**src/hw/rtl/sprite_table_physics_step_macros.svh**
```systemverilog
// assertion macros shared by the sprite table rtl
`ifndef SPRITE_TABLE_PHYSICS_STEP_MACROS_SVH
`define SPRITE_TABLE_PHYSICS_STEP_MACROS_SVH

// same-cycle implication, checked out of reset
`define STPS_ASSERT_NOW(lbl, ante, cons) \
    lbl: assert property (@(posedge i_clk) disable iff (!i_rst_n) (ante) |-> (cons)) \
        else $error("stps: same-cycle check failed");

// next-cycle implication, checked out of reset
`define STPS_ASSERT_NEXT(lbl, ante, cons) \
    lbl: assert property (@(posedge i_clk) disable iff (!i_rst_n) (ante) |=> (cons)) \
        else $error("stps: next-cycle check failed");

`endif

```
**src/hw/rtl/stps_ram.sv**
```systemverilog
// generic single-write, single-read ram with registered read data
module stps_ram #(
    parameter int WIDTH = 8,
    parameter int DEPTH = 64
) (
    input  logic                                  i_clk,
    input  logic                                  i_we,
    input  logic [((DEPTH > 1) ? $clog2(DEPTH) : 1)-1:0] i_waddr,
    input  logic [WIDTH-1:0]                      i_wdata,
    input  logic [((DEPTH > 1) ? $clog2(DEPTH) : 1)-1:0] i_raddr,
    output logic [WIDTH-1:0]                      o_rdata
);

    logic [WIDTH-1:0] r_mem [DEPTH];
    logic [WIDTH-1:0] r_rdata;

    always_ff @(posedge i_clk) begin
        if (i_we) begin
            r_mem[i_waddr] <= i_wdata;
        end
        r_rdata <= r_mem[i_raddr];
    end

    assign o_rdata = r_rdata;

endmodule

```
**config.mk**
```make
export PLATFORM = sky130hd
export DESIGN_NAME = stps_ram
export DESIGN_NICKNAME = d
export VERILOG_FILES = /design/src/hw/rtl/sprite_table_physics_step_macros.svh /design/src/hw/rtl/stps_ram.sv
export SDC_FILE = /design/constraint.sdc
export NUM_CORES = 1
export LEC_CHECK = 0
export ABC_CLOCK_PERIOD_IN_PS = 1900
export BUFFER_PORTS_ARGS = -buffer_cell sky130_fd_sc_hd__buf_2
export CAP_MARGIN = 25
export CORE_MARGIN = 4
export CORE_UTILIZATION = 60
export CTS_CLUSTER_DIAMETER = 150
export DETAILED_ROUTE_END_ITERATION = 10
export PLACE_DENSITY = 0.8
export SYNTH_ARGS = -nofsm -noshare
export SYNTH_HDL_FRONTEND = slang
export SYNTH_SLANG_ARGS = --single-unit
```
**constraint.sdc**
```tcl
create_clock -name i_clk -period 1.9 [get_ports i_clk]
set_input_delay 0.095 -clock i_clk [delete_from_list [all_inputs] [get_ports i_clk]]
set_output_delay 0.095 -clock i_clk [all_outputs]
set_load 0.005 [all_outputs]
```
# After elaboration in Yosys (flattened, before gate mapping)

Memories as Yosys holds them, arrays and structs flattened. A register that Yosys moved wholly into a read port is not among the register bits.
Index checks and enable logic that the tools add are counted.

Add/sub/neg operators: 0
$mul: 0
Divide/modulo/power cells: 0
Order comparisons: 0
Equal/unequal tests: 0
Shift-type cells: 0
Multiplexer cells: 2
Bitwise operators: 0
Reduce and logical (&&, ||, !) cells: 0

Operator list:

| operator          | number |
|---|---|
| 1-bit two-way mux | 2 |

Register bits after elaboration: 0
Bits in latches: 0
RAM bits: 512
Bits in read-only memories: 0
Output and inout port bits: 8
Word-level logic and storage cells: 3
Memories: 1

Memory list:

| name  | depth | width | rd ports | clocked after Yosys merged registers in | wr ports | RTL line       | text |
|---|---|---|---|---|---|---|---|
| r_mem | 64    | 8     | 1        | 1                                       | 1        | stps_ram.sv:14 | `logic [WIDTH-1:0] r_mem [DEPTH];` |

# Depth between registers and ports, before layout

Word-level depth: 2
Gate-level depth with buffers: 9
Gate-level depth less buffers: 5

# Least setup slack after synthesis

No wires, ideal clock.

Kind: input to register
Start: input port i_raddr[1] (netlist name)
End: register r_rdata[3], in the netlist o_rdata[3] (read register of r_mem)
Library setup time: 128 ps
Arrival time: 1635 ps
Data required time: 1772 ps
Path slack: 137 ps
Cell stages on the path: 7
Cell sequence: buf_4 buf_2 buf_2 mux4_2 mux4_2 o21ai_1 o41ai_1

RTL lines:

| item            | RTL line       | text |
|---|---|---|
| start, declared | stps_ram.sv:10 | `input logic [((DEPTH > 1) ? $clog2(DEPTH) : 1)-1:0] i_raddr,` |
| end, declared   | stps_ram.sv:15 | `logic [WIDTH-1:0] r_rdata;` |

==> reports/results.ini <==
[status]
status=finished, violations left
violations=negative setup slack

[sta]
worst_clock_skew_ns=0.01675
hold_viol_final=0
post-route-period-util=1.039
rsz0062_at_grt=true
slew_headroom=0.4336
tightest_slew_ns=0.8496
max_freq_mhz=506.6
slew_viol_final=0
finalSetupViolCount=3
layout_setup_ws_ns=-0.07396
whs_ns=0.02277
fin_crit_ns=1.974

[critical_path]
cp_slowest_cell=mux4_2
worst-path-buf-inv=0
slowest_delay_ns=0.56
end_kind=register
cpMostUsedCell=mux4_2
path_max_fanout=1
critPathKind=reg -> reg
path_cells=mux4_2 > mux4_2 > nor2_2 > nor3_2 > o2bb2ai_1
cp-start-kind=register
worstPathArrival_ns=2.42
worst-endpoint-required_ns=2.35
crit_family=multiplexers

[die]
pin_count=30
core_sq_um=32870
num_rows=66
die_h_microns=191.3
initial_utilization=0.6136
die-area_sq_um=36610
fp.dieW_microns=191.3

[synth]
synth_top_area_share=0.7624
synth_commonest_cells=edfxtp_1 (512), mux4_2 (126), nor2_1 (83), mux2i_1 (23), nand2_1 (19)
synth_cell_type_count=40
yosysWarnings=0
yosys_most_used_dff=edfxtp_1
synth.avg_cell_area_sq_um=21.45
synth_seq_cells=520
postSynthCellCount=940
ys_seq_area_frac=0.7703
async_reset_ff_frac=0
synth.area.top_cells=edfxtp_1 (76%), mux4_2 (14%), nor2_1 (1.5%), mux2i_1 (1.1%), dfxtp_1 (0.79%)
synth_edf_count=512
synthesis.nets=962
yosysTopAreaCell=edfxtp_1
yosysMostFrequentCell=edfxtp_1
syn_area_sq_um=20170

[cells_and_area]
seq_area_sq_um=15530
instances_no_fill=1604
area_growth_pct=16.47
final_area_sq_um=23490
fin_util=0.7147
drive_gt1_frac=0.3451
multi_input_area_sq_um=4363
insertedDiodeCount=0
nFillCells=1899
final_nets=1149

[route]
wirelength_microns=47250
antenna_left=0
routedWlPerCell_microns=29.46
first_iter_violations=1493
drt_first_pass_iters=5
drc=0
via_count=10580
vias_per_cell=6.595

[cts]
cts-root-buf=clkbuf_16
clk-insertion-delay-late_ns=0.56
post-cts-setup-buffers=0
cts_tree=done
htreeDepth=2
cts_buffers=49
cts.sinks=520
cts.clk_slew.worst_paths_ns=0.06
clk_path_buf_depth=3

[global_routing]
grt_usage=0.2663
grt_pass1_vias=10700
grt_max_degree=65
antenna_found_initial=1
grt.overflow.total=0
grt_pass1_wl_microns=70590

[power_and_ir_drop]
powerDensity_nw_per_um2=996.1
power_leakage_nw=7.693
power_mw=23.40
ir_drop_mv=0.7106

[placement]
dpl.hpwl_microns=28500
gp_congestion=0.8650
dp_cells=1515
port_buffers=29
dpl_cell_area_sq_um=21890

[job]
drv_cap=0

[worst_hold_path]
hold_path.class=in -> reg

-- worst paths after layout --
kind	cells after the start	from	to	slack, ns
worst max-delay path	5	r_mem[7][1]	o_rdata[1]	-0.07
worst min-delay path	1	i_wdata[5]	r_mem[50][5]	0.02
worst max register to register	5	r_mem[7][1]	o_rdata[1]	-0.07
worst min register to register	4	r_mem[22][1]	o_rdata[1]	0.85
-- report_power, final --
| group | internal [mW] | switching [mW] |
|---|---|---|
| combinational | 0.566 | 0.770 |
| clock | 5.32 | 4.00 |
| sequential | 12.7 | 0.0427 |
| total | 18.6 | 4.82 |
-- per-layer routing --
layer / wire, microns / GRT usage
met5: 13 / 0
met4: 1499 / 0.08094
met3: 5079 / 0.05314
met2: 23350 / 0.4250
met1: 17300 / 0.3824
-- state kept, by name, summed over array words and instances (netlist names) --
name and cells:
r_mem 512, o_rdata 8
-- final cells by class --
class                      instances  area share
multi-input combinational        369      0.1857
clock inverter                    19    0.007511
sequential                       520      0.6614
timing repair buffer             187     0.06493
clock buffer                      67     0.05689
tap                              442     0.02354
-- per-stage QoR --
step	TNS (ns)	setup WS (ns)
after floorplan	0	0.1373
after global placement	-1.293	-0.2583
after detailed placement	-1.505	-0.2729
after CTS	-0.05575	-0.04868
after global routing	-0.1734	-0.09239
final	-0.09146	-0.07396
-- timing repair --
item / 4_1_cts / 5_1_grt
resized for setup: 8 / 5
endpoints found under the setup margin: 4 / 7
hold buffers: 2 / 0
pin swaps: 0 / 1
gates cloned: 0 / 0
endpoints found under the hold margin: 2 / 0
-- kinds of logic after synthesis --
logic type             after synthesis  share of synthesized area
flip-flops                         520                     0.7703
multiplexers                       162                     0.1594
AO/OA/AOI/OAI                       54                    0.02072
buffers and inverters               51                    0.01570
AND/OR/NAND/NOR                    153                    0.03387
-- layout by cell type (no fill, tap or decap), types with 3 or more instances in the layout --
| cell | Yosys | layout |
|---|---|---|
| o22ai_1 | 8 | 8 |
| a21oi_1 | 3 | 3 |
| mux2i_1 | 23 | 23 |
| clkinv_2 | 0 | 9 |
| nand3b_1 | 3 | 3 |
| nand2_1 | 19 | 19 |
| clkbuf_16 | 0 | 51 |
| a221oi_1 | 6 | 5 |
| edfxtp_1 | 512 | 512 |
| nor2b_1 | 14 | 14 |
| dfxtp_1 | 8 | 8 |
| o221ai_1 | 8 | 8 |
| a211oi_1 | 4 | 4 |
| buf_4 | 13 | 144 |
| mux2_2 | 13 | 13 |
| o2111ai_1 | 3 | 3 |
| buf_2 | 11 | 26 |
| nand3_1 | 13 | 13 |
| clkinv_1 | 0 | 4 |
| nor2_1 | 83 | 81 |
| a22oi_1 | 3 | 3 |
| o2bb2ai_1 | 3 | 3 |
| nor3_1 | 7 | 4 |
| bufinv_16 | 0 | 3 |
| nand2b_1 | 7 | 7 |
| clkbuf_1 | 17 | 16 |
| mux4_2 | 126 | 126 |
| buf_12 | 2 | 14 |
No activity file was read; power rests on OpenSTA's default activity.
